--- config.mk ---
export PLATFORM = sky130hd
export DESIGN_NAME = servo_status_packet_receiver
export DESIGN_NICKNAME = d
export VERILOG_FILES = /design/src/rtl/core/sspr_pkg.sv /design/src/rtl/core/sspr_ram.sv /design/src/rtl/core/servo_status_packet_receiver.sv
export SDC_FILE = /design/constraint.sdc
export NUM_CORES = 1
export LEC_CHECK = 0
export CAP_MARGIN = 5
export CELL_PAD_IN_SITES_DETAIL_PLACEMENT = 0
export CELL_PAD_IN_SITES_GLOBAL_PLACEMENT = 1
export CORE_ASPECT_RATIO = 1.4
export CORE_MARGIN = 2
export CORE_UTILIZATION = 52
export DETAILED_ROUTE_END_ITERATION = 7
export DONT_BUFFER_PORTS = 1
export PLACE_DENSITY = 0.86
export RECOVER_POWER = 25
export SYNTH_ARGS = -nofsm -noshare
export SYNTH_HDL_FRONTEND = slang
export SYNTH_SLANG_ARGS = --single-unit
--- constraint.sdc ---
create_clock -name clk -period 4.22 [get_ports clk]
set_input_delay 1.266 -clock clk [delete_from_list [all_inputs] [get_ports clk]]
set_output_delay 1.266 -clock clk [all_outputs]
set_load 0.02 [all_outputs]
--- src/rtl/core/sspr_pkg.sv ---
// Shared types and constants for the servo status packet receiver.
// Used by sspr_ram users and by the top level; depends on nothing.
`default_nettype none

package sspr_pkg;

	localparam int MAX_PAYLOAD = 16;
	localparam int PAY_AW      = $clog2(MAX_PAYLOAD);
	localparam int CNT_W       = $clog2(MAX_PAYLOAD + 1);

	localparam logic [7:0] SYNC_BYTE = 8'hFF;
	localparam logic [7:0] LEN_MIN   = 8'd2;
	localparam logic [7:0] LEN_MAX   = 8'(MAX_PAYLOAD + 2);

	typedef enum logic [1:0] {
		OP_START = 2'd0,
		OP_BYTE  = 2'd1,
		OP_TICK  = 2'd2
	} op_t;

	typedef enum logic [2:0] {
		ST_OK      = 3'd0,
		ST_TIMEOUT = 3'd1,
		ST_WRONGID = 3'd2,
		ST_BADLEN  = 3'd3,
		ST_CHKSUM  = 3'd4,
		ST_SERVO   = 3'd5
	} status_t;

	typedef enum logic [2:0] {
		PH_IDLE = 3'd0,
		PH_SYNC = 3'd1,
		PH_ID   = 3'd2,
		PH_LEN  = 3'd3,
		PH_ERR  = 3'd4,
		PH_DATA = 3'd5,
		PH_CHK  = 3'd6,
		PH_EMIT = 3'd7
	} phase_t;

	typedef struct packed {
		status_t             status;
		logic [7:0]          data_byte;
		logic [PAY_AW-1:0]   data_index;
		logic                data_valid;
		logic [CNT_W-1:0]    data_count;
		logic [7:0]          servo_error;
		logic                last;
	} result_t;

endpackage

`default_nettype wire

--- src/rtl/core/sspr_ram.sv ---
// Generic single-write, single-read synchronous RAM with registered read.
// No dependencies; contents are undefined until written.
`default_nettype none

module sspr_ram #(
	parameter int WIDTH = 8,
	parameter int DEPTH = 16
) (
	input  wire logic                     clk,
	input  wire logic                     we,
	input  wire logic [$clog2(DEPTH)-1:0] waddr,
	input  wire logic [WIDTH-1:0]         wdata,
	input  wire logic [$clog2(DEPTH)-1:0] raddr,
	output logic      [WIDTH-1:0]         rdata
);

	logic [WIDTH-1:0] mem [DEPTH];

	always_ff @(posedge clk) begin
		if (we) begin
			mem[waddr] <= wdata;
		end
		rdata <= mem[raddr];
	end

endmodule

`default_nettype wire

--- src/rtl/core/servo_status_packet_receiver.sv ---
// Servo status packet receiver: one result word per failure or empty reply, one word per payload
// byte on success. A failure or empty reply word is valid in the cycle after the word that causes
// it is taken; the first payload word follows a RAM read and an output load after the checksum
// word. Throughput: one input word a cycle while the output is free; each payload byte takes a
// RAM read, then an output load, and the burst holds off input until its last word is loaded.
// Reset clears all control state; the payload RAM is not cleared and is only read after being written.
`default_nettype none

module servo_status_packet_receiver
	import sspr_pkg::*;
(
	input  wire logic        clk,
	input  wire logic        arst_n,
	input  wire logic        s_axis_tvalid,
	output logic             s_axis_tready,
	// [7:0] byte_value, [15:8] servo_id, [31:16] timeout_ticks
	input  wire logic [31:0] s_axis_tdata,
	// [1:0] operation
	input  wire logic [1:0]  s_axis_tuser,
	output logic             m_axis_tvalid,
	input  wire logic        m_axis_tready,
	// [2:0] status, [10:3] data_byte, [14:11] data_index, [19:15] data_count,
	// [27:20] servo_error, [31:28] zero
	output logic [31:0]      m_axis_tdata,
	// [0] data_valid
	output logic             m_axis_tuser,
	output logic             m_axis_tlast
);

	phase_t            phase_q, phase_d;
	logic              hdr_q, hdr_d;
	logic [7:0]        wanted_id_q, wanted_id_d;
	logic [CNT_W-1:0]  data_len_q, data_len_d;
	logic [7:0]        sum_q, sum_d;
	logic [7:0]        err_q, err_d;
	logic [CNT_W-1:0]  rcvd_q, rcvd_d;
	logic [15:0]       ticks_q, ticks_d;
	logic [PAY_AW-1:0] emit_idx_q, emit_idx_d;
	logic              fetched_q, fetched_d;
	logic              out_valid_q, out_valid_d;
	result_t           out_q, out_d;

	logic              accept;
	logic              out_free;
	op_t               op;
	logic [7:0]        in_byte;
	logic [15:0]       tick_dec;
	logic              ram_we;
	logic [7:0]        ram_rdata;

	assign op       = op_t'(s_axis_tuser);
	assign in_byte  = s_axis_tdata[7:0];
	assign out_free = !out_valid_q || m_axis_tready;
	assign s_axis_tready = (phase_q != PH_EMIT) && out_free;
	assign accept   = s_axis_tvalid && s_axis_tready;
	assign tick_dec = (ticks_q != 16'd0) ? ticks_q - 16'd1 : ticks_q;

	// Writes land only in the data phase and reads only during the burst,
	// which starts after the checksum word, so the two never touch one entry.
	assign ram_we = accept && (op == OP_BYTE) && (phase_q == PH_DATA)
		&& (rcvd_q < CNT_W'(MAX_PAYLOAD));

	sspr_ram #(
		.WIDTH(8),
		.DEPTH(MAX_PAYLOAD)
	) u_payload (
		.clk   (clk),
		.we    (ram_we),
		.waddr (rcvd_q[PAY_AW-1:0]),
		.wdata (in_byte),
		.raddr (emit_idx_q),
		.rdata (ram_rdata)
	);

	always_comb begin
		phase_d     = phase_q;
		hdr_d       = hdr_q;
		wanted_id_d = wanted_id_q;
		data_len_d  = data_len_q;
		sum_d       = sum_q;
		err_d       = err_q;
		rcvd_d      = rcvd_q;
		ticks_d     = ticks_q;
		emit_idx_d  = emit_idx_q;
		fetched_d   = fetched_q;
		out_valid_d = out_valid_q && !m_axis_tready;
		out_d       = out_q;

		// failure word template: current error byte, single-word run
		if (accept) begin
			out_d.data_byte   = 8'd0;
			out_d.data_index  = '0;
			out_d.data_valid  = 1'b0;
			out_d.data_count  = '0;
			out_d.servo_error = err_q;
			out_d.last        = 1'b1;
			out_d.status      = ST_OK;
			case (op)
				OP_START: begin
					wanted_id_d = s_axis_tdata[15:8];
					ticks_d     = s_axis_tdata[31:16];
					hdr_d       = 1'b0;
					data_len_d  = '0;
					sum_d       = 8'd0;
					err_d       = 8'd0;
					rcvd_d      = '0;
					phase_d     = PH_SYNC;
					if (s_axis_tdata[31:16] == 16'd0) begin
						out_d.status      = ST_TIMEOUT;
						out_d.servo_error = 8'd0;
						out_valid_d       = 1'b1;
						phase_d           = PH_IDLE;
					end
				end
				OP_TICK: begin
					if (phase_q != PH_IDLE) begin
						ticks_d = tick_dec;
						if (tick_dec == 16'd0) begin
							out_d.status = ST_TIMEOUT;
							out_valid_d  = 1'b1;
							phase_d      = PH_IDLE;
						end
					end
				end
				OP_BYTE: begin
					case (phase_q)
						PH_SYNC: begin
							if (in_byte == SYNC_BYTE) begin
								hdr_d = 1'b1;
								if (hdr_q) begin
									phase_d = PH_ID;
								end
							end else begin
								hdr_d = 1'b0;
							end
						end
						PH_ID: begin
							sum_d   = in_byte;
							phase_d = PH_LEN;
						end
						PH_LEN: begin
							if (sum_q != wanted_id_q) begin
								out_d.status = ST_WRONGID;
								out_valid_d  = 1'b1;
								phase_d      = PH_IDLE;
							end else if (in_byte < LEN_MIN || in_byte > LEN_MAX) begin
								out_d.status = ST_BADLEN;
								out_valid_d  = 1'b1;
								phase_d      = PH_IDLE;
							end else begin
								data_len_d = CNT_W'(in_byte - LEN_MIN);
								sum_d      = sum_q + in_byte;
								phase_d    = PH_ERR;
							end
						end
						PH_ERR: begin
							err_d   = in_byte;
							sum_d   = sum_q + in_byte;
							rcvd_d  = '0;
							phase_d = (data_len_q != '0) ? PH_DATA : PH_CHK;
						end
						PH_DATA: begin
							sum_d  = sum_q + in_byte;
							rcvd_d = rcvd_q + CNT_W'(1);
							if (rcvd_q + CNT_W'(1) >= data_len_q) begin
								phase_d = PH_CHK;
							end
						end
						PH_CHK: begin
							phase_d = PH_IDLE;
							if (~sum_q != in_byte) begin
								out_d.status = ST_CHKSUM;
								out_valid_d  = 1'b1;
							end else if (err_q != 8'd0) begin
								out_d.status = ST_SERVO;
								out_valid_d  = 1'b1;
							end else if (data_len_q == '0) begin
								out_valid_d = 1'b1;
							end else begin
								// hand over to the burst; first read issues next cycle
								emit_idx_d = '0;
								fetched_d  = 1'b0;
								phase_d    = PH_EMIT;
							end
						end
						default: begin
						end
					endcase
				end
				default: begin
				end
			endcase
		end else if (phase_q == PH_EMIT) begin
			if (!fetched_q) begin
				fetched_d = 1'b1;
			end else if (out_free) begin
				out_d.status      = ST_OK;
				out_d.data_byte   = ram_rdata;
				out_d.data_index  = emit_idx_q;
				out_d.data_valid  = 1'b1;
				out_d.data_count  = data_len_q;
				out_d.servo_error = err_q;
				out_d.last        = ({1'b0, emit_idx_q} + CNT_W'(1)) == data_len_q;
				out_valid_d       = 1'b1;
				fetched_d         = 1'b0;
				emit_idx_d        = emit_idx_q + PAY_AW'(1);
				if (({1'b0, emit_idx_q} + CNT_W'(1)) == data_len_q) begin
					phase_d = PH_IDLE;
				end
			end
		end
	end

	always_ff @(posedge clk or negedge arst_n) begin
		if (!arst_n) begin
			phase_q     <= PH_IDLE;
			hdr_q       <= 1'b0;
			wanted_id_q <= 8'd0;
			data_len_q  <= '0;
			sum_q       <= 8'd0;
			err_q       <= 8'd0;
			rcvd_q      <= '0;
			ticks_q     <= 16'd0;
			emit_idx_q  <= '0;
			fetched_q   <= 1'b0;
			out_valid_q <= 1'b0;
		end else begin
			phase_q     <= phase_d;
			hdr_q       <= hdr_d;
			wanted_id_q <= wanted_id_d;
			data_len_q  <= data_len_d;
			sum_q       <= sum_d;
			err_q       <= err_d;
			rcvd_q      <= rcvd_d;
			ticks_q     <= ticks_d;
			emit_idx_q  <= emit_idx_d;
			fetched_q   <= fetched_d;
			out_valid_q <= out_valid_d;
		end
	end

	always_ff @(posedge clk) begin
		out_q <= out_d;
	end

	assign m_axis_tvalid = out_valid_q;
	assign m_axis_tdata  = {4'd0, out_q.servo_error, out_q.data_count, out_q.data_index,
		out_q.data_byte, out_q.status};
	assign m_axis_tuser  = out_q.data_valid;
	assign m_axis_tlast  = out_q.last;

	a_idx_in_run: assert property (@(posedge clk) disable iff (!arst_n)
		(out_valid_q && out_q.data_valid) |-> ({1'b0, out_q.data_index} < out_q.data_count))
		else $error("payload index beyond payload length");

	a_last_at_end: assert property (@(posedge clk) disable iff (!arst_n)
		(out_valid_q && out_q.data_valid && out_q.last)
			|-> (({1'b0, out_q.data_index} + CNT_W'(1)) == out_q.data_count))
		else $error("last flag not on final payload byte");

	a_fail_single: assert property (@(posedge clk) disable iff (!arst_n)
		(out_valid_q && out_q.status != ST_OK) |-> (out_q.last && !out_q.data_valid))
		else $error("failure word is not a single-word run");

	a_burst_done: assert property (@(posedge clk) disable iff (!arst_n)
		(m_axis_tvalid && m_axis_tready && m_axis_tlast) |=> (phase_q != PH_EMIT))
		else $error("burst still running after last word taken");

endmodule

`default_nettype wire
==> impl_metrics.toml, run 1 <==
[timing]
finalCritPeriodShare_pct = 79.1
setup_tns_ns = 0
hold_violations = 0
setup-violations-final = 0
maxSlewViolCount = 0
relSlewSlack_pct = 27.1
worstMarginPinSlew_ns = 1.09
fmax_mhz = 299
rsz0062_at_grt = "no"
fin_crit_ns = 3.34
skew_ns = 0.0171

[worst_setup_path]
r2r-end = "phase_q[2]"
arrival_ns = 3.75
startpoint_type = "register"
crit_required_ns = 4.63
r2r-start = "ticks_q[0]"
crit_path_max_fanout = 7
crit_type = "register to register"
reg2reg_slack_ns = 0.88
cp-end-kind = "register"
reg2regPathDepth = 10
crit_start = "ticks_q[0]"
cp-endpoint = "phase_q[2]"

[global_route]
antenna_found_initial = 0
grt_pass1_wl_um = 38700
grt_max_degree = 61
grt_pass1_vias = 7040
grt.total_usage_pct = 23.7
grt-ovfl-total = 0

[power]
internal-power_mw = 3.88
seq_power_share_pct = 50.0
power_frac_comb_pct = 7.8
ir_drop_mv = 0.292
pwr_density_cell_mw_per_mm2 = 437
clkPwrFrac_pct = 42.2
p_switching_mw = 1.22
cellLeakagePower_nw = 4.18
p_sw_share_pct = 24.0

[clock_tree]
cts_setup_buffers = 0
clk_pin_slew_worst_paths_ns = 0.07
cts_tree = "yes"
clock_sinks = 226
clockBufferDepth = 3
clk_latency_ns = 0.53
ctsRootBufferMaster = "clkbuf_16"
cts_buffers = 23
cts_max_level = 1
cts_resized = 0
cts_hold_buf = 0

[synthesis]
synth.area.mux_share_pct = 10.5
synth_xor_area_share_pct = 2.17
netlist.area_leader.share_pct = 39.8
avgSynthCellArea_um2 = 12.5
yosysMostFrequentCell = "edfxtp_1"
synth_ff_type = "edfxtp_1"
ys_warn_count = 0
synth-compound-area-share_pct = 9.87
syn-cell-area_mm2 = 0.0105
synthAdderAreaFrac_pct = 3.17
ys_async_sr_fraction_pct = 26.5
synth-seq-cells = 226
synth.top_cells.by_area = "edfxtp_1, dfrtp_1, mux4_2, dfxtp_1, nand2_1"
synth_top_family_by_area = "simple AND/OR/NAND/NOR gates"
synth_top_cell_by_area = "edfxtp_1"
syn_inst = 838
synth-simple-area-share_pct = 12.3
synth-edff-count = 139
yosys-top-cells-count = "edfxtp_1, nand2_1, nor2_1, dfrtp_1, o21ai_0"
synth.distinct_cells = 72
synth_seq_area_share_pct = 59.2

[min_path]
hold_path.class = "input port to async pin"

[finish]
fillers = 1583
seq_area_mm2 = 0.00622
area_growth_syn_to_layout_pct = 11.2
final_util_pct = 58.9
design_area_mm2 = 0.0117
final_layout_size_suffix_gt1_share_pct = 15.5
instances_no_fill = 1118
diodes = 0
multi_input_area_mm2 = 0.00401
nets = 913

[floorplan]
start_util_pct = 52.9
row_count = 61
fp.dieArea_mm2 = 0.0214
fp.coreArea_mm2 = 0.0198
die-width_um = 124
die_y_um = 172
num_io_pins = 74

[detailed_routing]
vias = 6870
drtIter0Drc = 545
route.detailed.drc = 0
wl_per_cell_um = 21.8
postRouteAntennaNets = 0
vias_per_cell = 6.14
routed_wl_um = 24400
drt_pass1_iterations = 6

[job]
drv_cap = 0

[placement]
dpl_cell_area_mm2 = 0.0109
globalplace.congestion = 0.873
hpwl_um = 16700
dp_cells = 1076
port_buffers = 0

[outcome]
outcome = "complete, no violations"
## area by class of cell
| type | count | area share, % |
|---|---|---|
| multi-input combinational | 543 | 34.3 |
| sequential | 226 | 53.2 |
| timing repair buffer | 30 | 1.93 |
| clock inverter | 15 | 1.56 |
| inverter | 25 | 0.804 |
| clock buffer | 27 | 5.42 |
| tap | 252 | 2.70 |
## power by group through the flow
| stage | Clock [mW] | Combinational [mW] | Sequential [mW] |
|---|---|---|---|
| CTS | 2.19 | 0.396 | 2.55 |
| detailed placement | 0 | 0.390 | 2.59 |
| finish | 2.15 | 0.398 | 2.55 |
| floorplan | 0 | 0.347 | 2.54 |
| global route | 2.27 | 0.448 | 2.57 |
| global placement | 0 | 0.378 | 2.59 |
## logic make-up after synthesis
logic type / Yosys count
AND/OR/NAND/NOR: 264
flip-flops: 226
AO/OA/AOI/OAI: 164
buffers and inverters: 72
multiplexers: 59
adder cells (fa/ha/maj): 26
XOR/XNOR: 26
other: 1
## metrics by stage
stage	setup WS [ns]	hold slack (ns)	power, mW
CTS	0.894	0.416	5.13
floorplan	0.847	0.417	2.89
detailed placement	0.681	0.435	2.98
global route	0.604	0.414	5.28
finish	0.880	0.432	5.10
global placement	0.706	0.419	2.97
## worst max-delay path, stage by stage (launching register included)
cell      delay, ns
dfrtp_1        0.43
inv_1          0.11
ha_1           0.29
or4b_1         0.60
nor3_1         0.29
o311ai_0       0.28
xnor2_1        0.23
nor4b_4        0.31
a31oi_1        0.17
a21o_1         0.24
a211o_1        0.29
## layer usage
layer	wire length [µm]	global-route usage (%)	vias to the layer above	share of wire, %
li1	-	-	3144	-
met1	9100	28.6	3403	37
met2	13000	43.0	261	53
met3	1390	3.03	62	5.7
met4	884	8.79	0	3.6
met5	0	0	-	0
## registers in the layout (all words and copies together) (netlist names)
register and flops:
emit_idx_q 4, data_len_q 5, m_axis_tvalid 1, m_axis_tdata 28, hdr_q 1, phase_q 3
err_q 8, m_axis_tuser 1, rcvd_q 5, u_payload.mem 128, m_axis_tlast 1, wanted_id_q 8
fetched_q 1, sum_q 8, ticks_q 16, u_payload.rdata 8
## cell usage in the layout, fill, tap and decap left out, types with 8 or more instances in the layout
| cell | Yosys | routed |
|---|---|---|
| edfxtp_1 | 139 | 139 |
| nand2_1 | 95 | 95 |
| nor2_1 | 62 | 62 |
| dfrtp_1 | 60 | 59 |
| o21ai_0 | 49 | 49 |
| a21oi_1 | 48 | 48 |
| mux4_2 | 40 | 40 |
| buf_4 | 4 | 30 |
| dfxtp_1 | 27 | 27 |
| ha_1 | 25 | 25 |
| clkbuf_16 | 0 | 25 |
| inv_1 | 24 | 24 |
| nor3_1 | 15 | 15 |
| xnor2_1 | 13 | 13 |
| xor2_1 | 13 | 13 |
| nor4_1 | 13 | 13 |
| and2_1 | 13 | 13 |
| nand3_1 | 12 | 12 |
| mux2_2 | 12 | 12 |
| nor2b_1 | 9 | 9 |
| nand2b_1 | 9 | 9 |
| and3_1 | 8 | 8 |
| o22a_1 | 8 | 8 |
## worst min-delay path by stage
stage | slack, ns | end
6_report | 0.43 | sum_q[1]
5_1_grt | 0.41 | wanted_id_q[4]
4_1_cts | 0.42 | sum_q[3]
3_5_place_dp | 0.43 | m_axis_tdata[6]
3_3_place_gp | 0.42 | m_axis_tdata[4]
2_1_floorplan | 0.42 | m_axis_tdata[10]
No activity file was read; power rests on OpenSTA's default activity.
==> inputs of run 2 (changes only) <==
Settings changed: ABC_AREA from default to 1, CORE_UTILIZATION 52 to 45, PLACE_DENSITY 0.86 to 0.83.
Clock period 4.22 ns to 2.8 ns, I/O delays scaled along.
==> impl_metrics.toml, run 2 <==
[outcome]
outcome = "complete, no violations"

[worst_setup_path]
crit_path_max_fanout = 4
startpoint_type = "register"
crit_chain = "inv_1 > nor2_1 > inv_1 > nand2_2 > inv_4"
max_stage_delay_ns = 0.50
r2r-start = "phase_q[2]"
crit_required_ns = 1.96
cp_slowest_cell = "dfrtp_1"
crit_path_frequent_cell = "inv_1"
crit_type = "register to primary output"
cp-end-kind = "primary output"
reg2regPathDepth = 12
reg2reg_slack_ns = 0.43
arrival_ns = 1.58
r2r-end = "u_payload.mem[13][1]"

[timing]
fmax_mhz = 413
rsz0062_at_grt = "no"
relSlewSlack_pct = 43.5
setup-violations-final = 0
hold_violations = 0
skew_ns = 0.0171
setup_tns_ns = 0
worstMarginPinSlew_ns = 0.845
fin_crit_ns = 2.42
maxSlewViolCount = 0
finalCritPeriodShare_pct = 86.4

[global_route]
grtUsageMet3_pct = 4.14
grt_pass1_vias = 7763
grt_pass1_wl_um = 41900
antenna_found_initial = 0
grt.total_usage_pct = 21.0
grt.busiest_layer = "met2"
grt_util_met1_pct = 24.2
grt-ovfl-total = 0
grt.met2_usage_pct = 38.8
grt_max_degree = 67

[clock_tree]
cts_hold_buf = 2
cts_setup_buffers = 0
cts_buffers = 23
clock_sinks = 226
clk_pin_slew_worst_paths_ns = 0.07
cts_max_level = 1
cts_tree = "yes"
ctsRootBufferMaster = "clkbuf_16"
cts_resized = 0
clockBufferDepth = 3
clk_latency_ns = 0.52

[detailed_routing]
routed_wl_um = 26300
postRouteAntennaNets = 0
vias = 7756
drt_pass1_iterations = 5
drtIter0Drc = 398
wl_per_cell_um = 18.2
route.detailed.drc = 0
vias_per_cell = 5.36

[floorplan]
num_io_pins = 74
start_util_pct = 45.7
die-width_um = 135
fp.dieArea_mm2 = 0.0254
fp.coreArea_mm2 = 0.0238
row_count = 67
die_y_um = 188

[synthesis]
yosysMostFrequentCell = "nand2_1"
ys_warn_count = 0
synth-edff-count = 139
synth-seq-cells = 226
synth-compound-area-share_pct = 12.1
synth_top_family_by_area = "simple AND/OR/NAND/NOR gates"
synth_top_cell_by_area = "edfxtp_1"
yosys-top-cells-count = "nand2_1, nor2_1, edfxtp_1, o21ai_0, inv_1"
synth_xor_area_share_pct = 2.09
synth_seq_area_share_pct = 57.2
syn_inst = 1100
syn-cell-area_mm2 = 0.0109
netlist.area_leader.share_pct = 38.4
synth_ff_type = "edfxtp_1"
synth.area.mux_share_pct = 2.30
avgSynthCellArea_um2 = 9.88
synth-simple-area-share_pct = 17.9
synth.distinct_cells = 54
synth.top_cells.by_area = "edfxtp_1, dfrtp_1, nand2_1, nor2_1, dfxtp_1"
synthAdderAreaFrac_pct = 3.06
ys_async_sr_fraction_pct = 26.5

[power]
ir_drop_mv = 0.450
finalPower_mw = 8.14
pwr_density_cell_mw_per_mm2 = 673
cellLeakagePower_nw = 4.60

[placement]
hpwl_um = 18300
dpl_cell_area_mm2 = 0.0113
globalplace.congestion = 0.916
port_buffers = 0

[finish]
design_area_mm2 = 0.0121
largest_reg_flops = 128
diodes = 0
nets = 1185
final_layout_size_suffix_gt1_share_pct = 11.1
final_util_pct = 50.8
layout_commonest_cell = "nand2_1"
area_growth_syn_to_layout_pct = 11.3
top_register = "u_payload.mem"
layout_common_cells = "nand2_1, nor2_1, edfxtp_1"

[job]
drv_cap = 0

[min_path]
hold_path.class = "input port to async pin"
-- run 2: cell count changes after synthesis, moves of 11 or more --
cell,delta
a21oi_1,-19
and2_1,-13
inv_1,+58
mux2_2,-12
mux2i_1,+18
mux4_2,-40
nand2_1,+69
nand3_1,+35
nor2_1,+101
o211ai_1,+11
o21ai_0,+45
o221ai_1,+25
o22ai_1,+12
-- run 2: final cells by class --
cell class / instances / area, µm²
well taps: 310 / 388
clock buffers: 25 / 603
flip-flops and latches: 226 / 6220
repair buffers: 40 / 320
multi-input cells: 739 / 4100
clock inverters: 16 / 121
fillers: 2216 / 11700
inverters: 91 / 349
-- run 2: power breakdown --
part	internal, mW	total [mW]	switching (mW)
clock network	1.66	2.98	1.32
registers	3.73	3.91	0.181
logic	0.431	1.25	0.815
-- run 2: metal layers --
layer	vias up	wire (µm)	part of all wire, %
met5	-	0	0
met4	0	735	2.8
met3	39	1300	4.9
met2	153	13900	53
met1	3716	10300	39
li1	3848	-	-
-- run 2: logic make-up (layout without fill, tap and decap cells) --
group,Yosys count,after routing
AO/OA/AOI/OAI,215,215
XOR/XNOR,26,26
adder cells (fa/ha/maj),26,26
buffers and inverters,138,172
flip-flops,226,226
multiplexers,25,25
other,1,4
AND/OR/NAND/NOR,443,443
-- run 2: worst max-delay path by stage --
| stage | depth (start not counted) | start | end | slack, ns |
|---|---|---|---|---|
| after CTS | 5 | m_axis_tvalid | s_axis_tready | 0.34 |
| final | 5 | m_axis_tvalid | s_axis_tready | 0.38 |
| after floorplan | 8 | s_axis_tuser[1] | u_payload.mem[7][0] | 0.01 |
| after global routing | 15 | ticks_q[0] | phase_q[0] | 0.20 |
| after detailed placement | 10 | s_axis_tdata[4] | emit_idx_q[2] | 0.08 |
| after global placement | 10 | s_axis_tdata[4] | emit_idx_q[2] | 0.13 |
-- run 2: critical path: cells and delay by family (launching register included) --
| family | cells | cell delay (ns) |
|---|---|---|
| DFF | 1 | 0.50 |
| buffers and inverters | 3 | 0.25 |
| and+or+nand+nor | 2 | 0.32 |
-- run 2: stage by stage --
stage / instances / worst slack (ns) / hold slack, ns
2_1_floorplan: 1103 / 0.0105 / 0.442
3_3_place_gp: 1403 / 0.127 / 0.455
3_5_place_dp: 1403 / 0.0839 / 0.464
4_1_cts: 1446 / 0.339 / 0.000174
5_1_grt: 1447 / 0.203 / 0.00288
6_report: 1447 / 0.380 / 0.0216
==> inputs of run 3 (changes only) <==
Settings changed: ABC_AREA 1 to default, ABC_CLOCK_PERIOD_IN_PS from default to 2800, CORE_UTILIZATION 45 to 47, HOLD_SLACK_MARGIN from default to 0.05.
==> impl_metrics.toml, run 3 (same netlist as run 1, synthesis figures left out) <==
[placement]
hpwl_um = 18100
pre_cts_ws_ns = -0.233
port_buffers = 0
globalplace.congestion = 0.884

[power]
clkPwrFrac_pct = 40.5
ir_drop_mv = 0.405
seq_power_share_pct = 48.8
p_switching_mw = 1.87
finalPower_mw = 7.75
p_sw_share_pct = 24.2
power_frac_comb_pct = 10.7
internal-power_mw = 5.88
pwr_density_cell_mw_per_mm2 = 634
cellLeakagePower_nw = 4.51

[worst_setup_path]
cp_slowest_cell = "or4_4"
crit_path_max_fanout = 3
crit_required_ns = 3.21
max_stage_delay_ns = 0.54
startpoint_type = "register"
arrival_ns = 3.23
worst-path-buf-inv = 0
cp-end-kind = "register"
crit_path_frequent_cell = "or4_4"
crit_chain = "or4_4 > or4_4 > nor2_4 > mux2_4 > nor4b_4 > a31oi_1 > a21o_1 > a211o_1"
crit_type = "register to register"
reg2reg_slack_ns = -0.02
cp_top_family = "simple AND/OR/NAND/NOR gates"

[clock_tree]
cts_max_level = 1
clockBufferDepth = 3
ctsRootBufferMaster = "clkbuf_16"
cts_tree = "yes"
clk_pin_slew_worst_paths_ns = 0.07
clk_latency_ns = 0.52
cts_buffers = 23
clock_sinks = 226

[min_path]
hold_path.class = "input port to register"

[detailed_routing]
wl_per_cell_um = 20.6
highest_layer = "met4"
wl_met3_um = 1020
route.detailed.drc = 0
vias_per_cell = 5.66
drt-met1-wl_um = 9150
postRouteAntennaNets = 0
dr_wl_met2_um = 13900
drt_pass1_iterations = 5
vias = 6922
drtIter0Drc = 403
routed_wl_um = 25200

[global_route]
antenna_found_initial = 0
grt_pass1_vias = 7227
grt.total_usage_pct = 21.9
grt-ovfl-total = 0
grt_pass1_wl_um = 39100
grt_max_degree = 61

[outcome]
violations = "max-capacitance violations, max-slew violations, negative setup slack"
outcome = "complete, but fails checks"

[floorplan]
die-width_um = 130
num_io_pins = 74
die_y_um = 181
fp.coreArea_mm2 = 0.0219
row_count = 64
fp.dieArea_mm2 = 0.0236
start_util_pct = 48.0

[timing]
rsz0062_at_grt = "yes"
skew_ns = 0.0142
setup_ws_ns = -0.0193
hold_ws_ns = 0.410
maxSlewViolCount = 61
finalCritPeriodShare_pct = 101
fmax_mhz = 355
hold_violations = 0
fin_crit_ns = 2.82
relSlewSlack_pct = -4.40
setup-violations-final = 2
worstMarginPinSlew_ns = 1.57

[finish]
area_growth_syn_to_layout_pct = 16.4
largest_reg_flops = 128
nets = 974
final_layout_size_suffix_gt1_share_pct = 21.6
top_register = "u_payload.mem"
layout_common_cells = "edfxtp_1, nand2_1, buf_4"
diodes = 0
layout_commonest_cell = "edfxtp_1"

[job]
drv_cap = 1
==> run 3: what timing repair did <==
| action | in CTS | in global routing |
|---|---|---|
| pin swaps | 1 | 2 |
| hold buffers | 1 | 0 |
| buffers inserted | 1 | 0 |
| setup endpoints to repair | 5 | 5 |
| endpoints found under the hold margin | 60 | 0 |
| resized for setup | 2 | 5 |
==> run 3: path summary, 6_finish.rpt <==
check	from	to	cells after the start
setup / recovery	ticks_q[9]	phase_q[2]	8
hold / removal	s_axis_tdata[5]	u_payload.mem[10][5]	0
setup reg to reg	ticks_q[9]	phase_q[2]	8
hold reg to reg	u_payload.rdata[7]	m_axis_tdata[10]	2
max in group asynchronous	arst_n	emit_idx_q[0]	1
min in group asynchronous	arst_n	ticks_q[8]	1
==> run 3: area by class of cell <==
| cell class | instances | area, µm² |
|---|---|---|
| tap | 297 | 372 |
| clock buffer | 26 | 597 |
| sequential | 226 | 6220 |
| fill | 1825 | 9640 |
| timing repair buffer | 91 | 693 |
| multi-input combinational | 543 | 4060 |
| inverter | 25 | 93.8 |
| clock inverter | 16 | 186 |
==> run 3: power by group through the flow <==
stage               sequential, mW  combinational (mW)  clock, mW
finish                        3.78               0.830       3.14
global route                  3.79               0.926       3.34
CTS                           3.78               0.830       3.21
detailed placement            3.85               0.801          0
global placement              3.84               0.790          0
floorplan                     3.83               0.530          0
==> run 3: layer usage <==
metal  track usage [%]  vias up
li1                  -     3271
met3              2.93       56
met5                 0        -
met2              41.2      172
met1              23.9     3423
met4              9.72        0
==> run 3: metrics by stage <==
| step | TNS (ns) | std cells | util (%) | instance area, µm² |
|---|---|---|---|---|
| 2_1_floorplan | -4.84 | 841 | - | 10500 |
| 3_3_place_gp | -0.321 | 1180 | 52.1 | 11400 |
| 3_5_place_dp | -0.591 | 1180 | 52.1 | 11400 |
| 4_1_cts | -0.0108 | 1224 | 55.9 | 12200 |
| 5_1_grt | -0.499 | 1224 | 55.9 | 12200 |
| 6_report | -0.0202 | 1224 | 55.9 | 12200 |
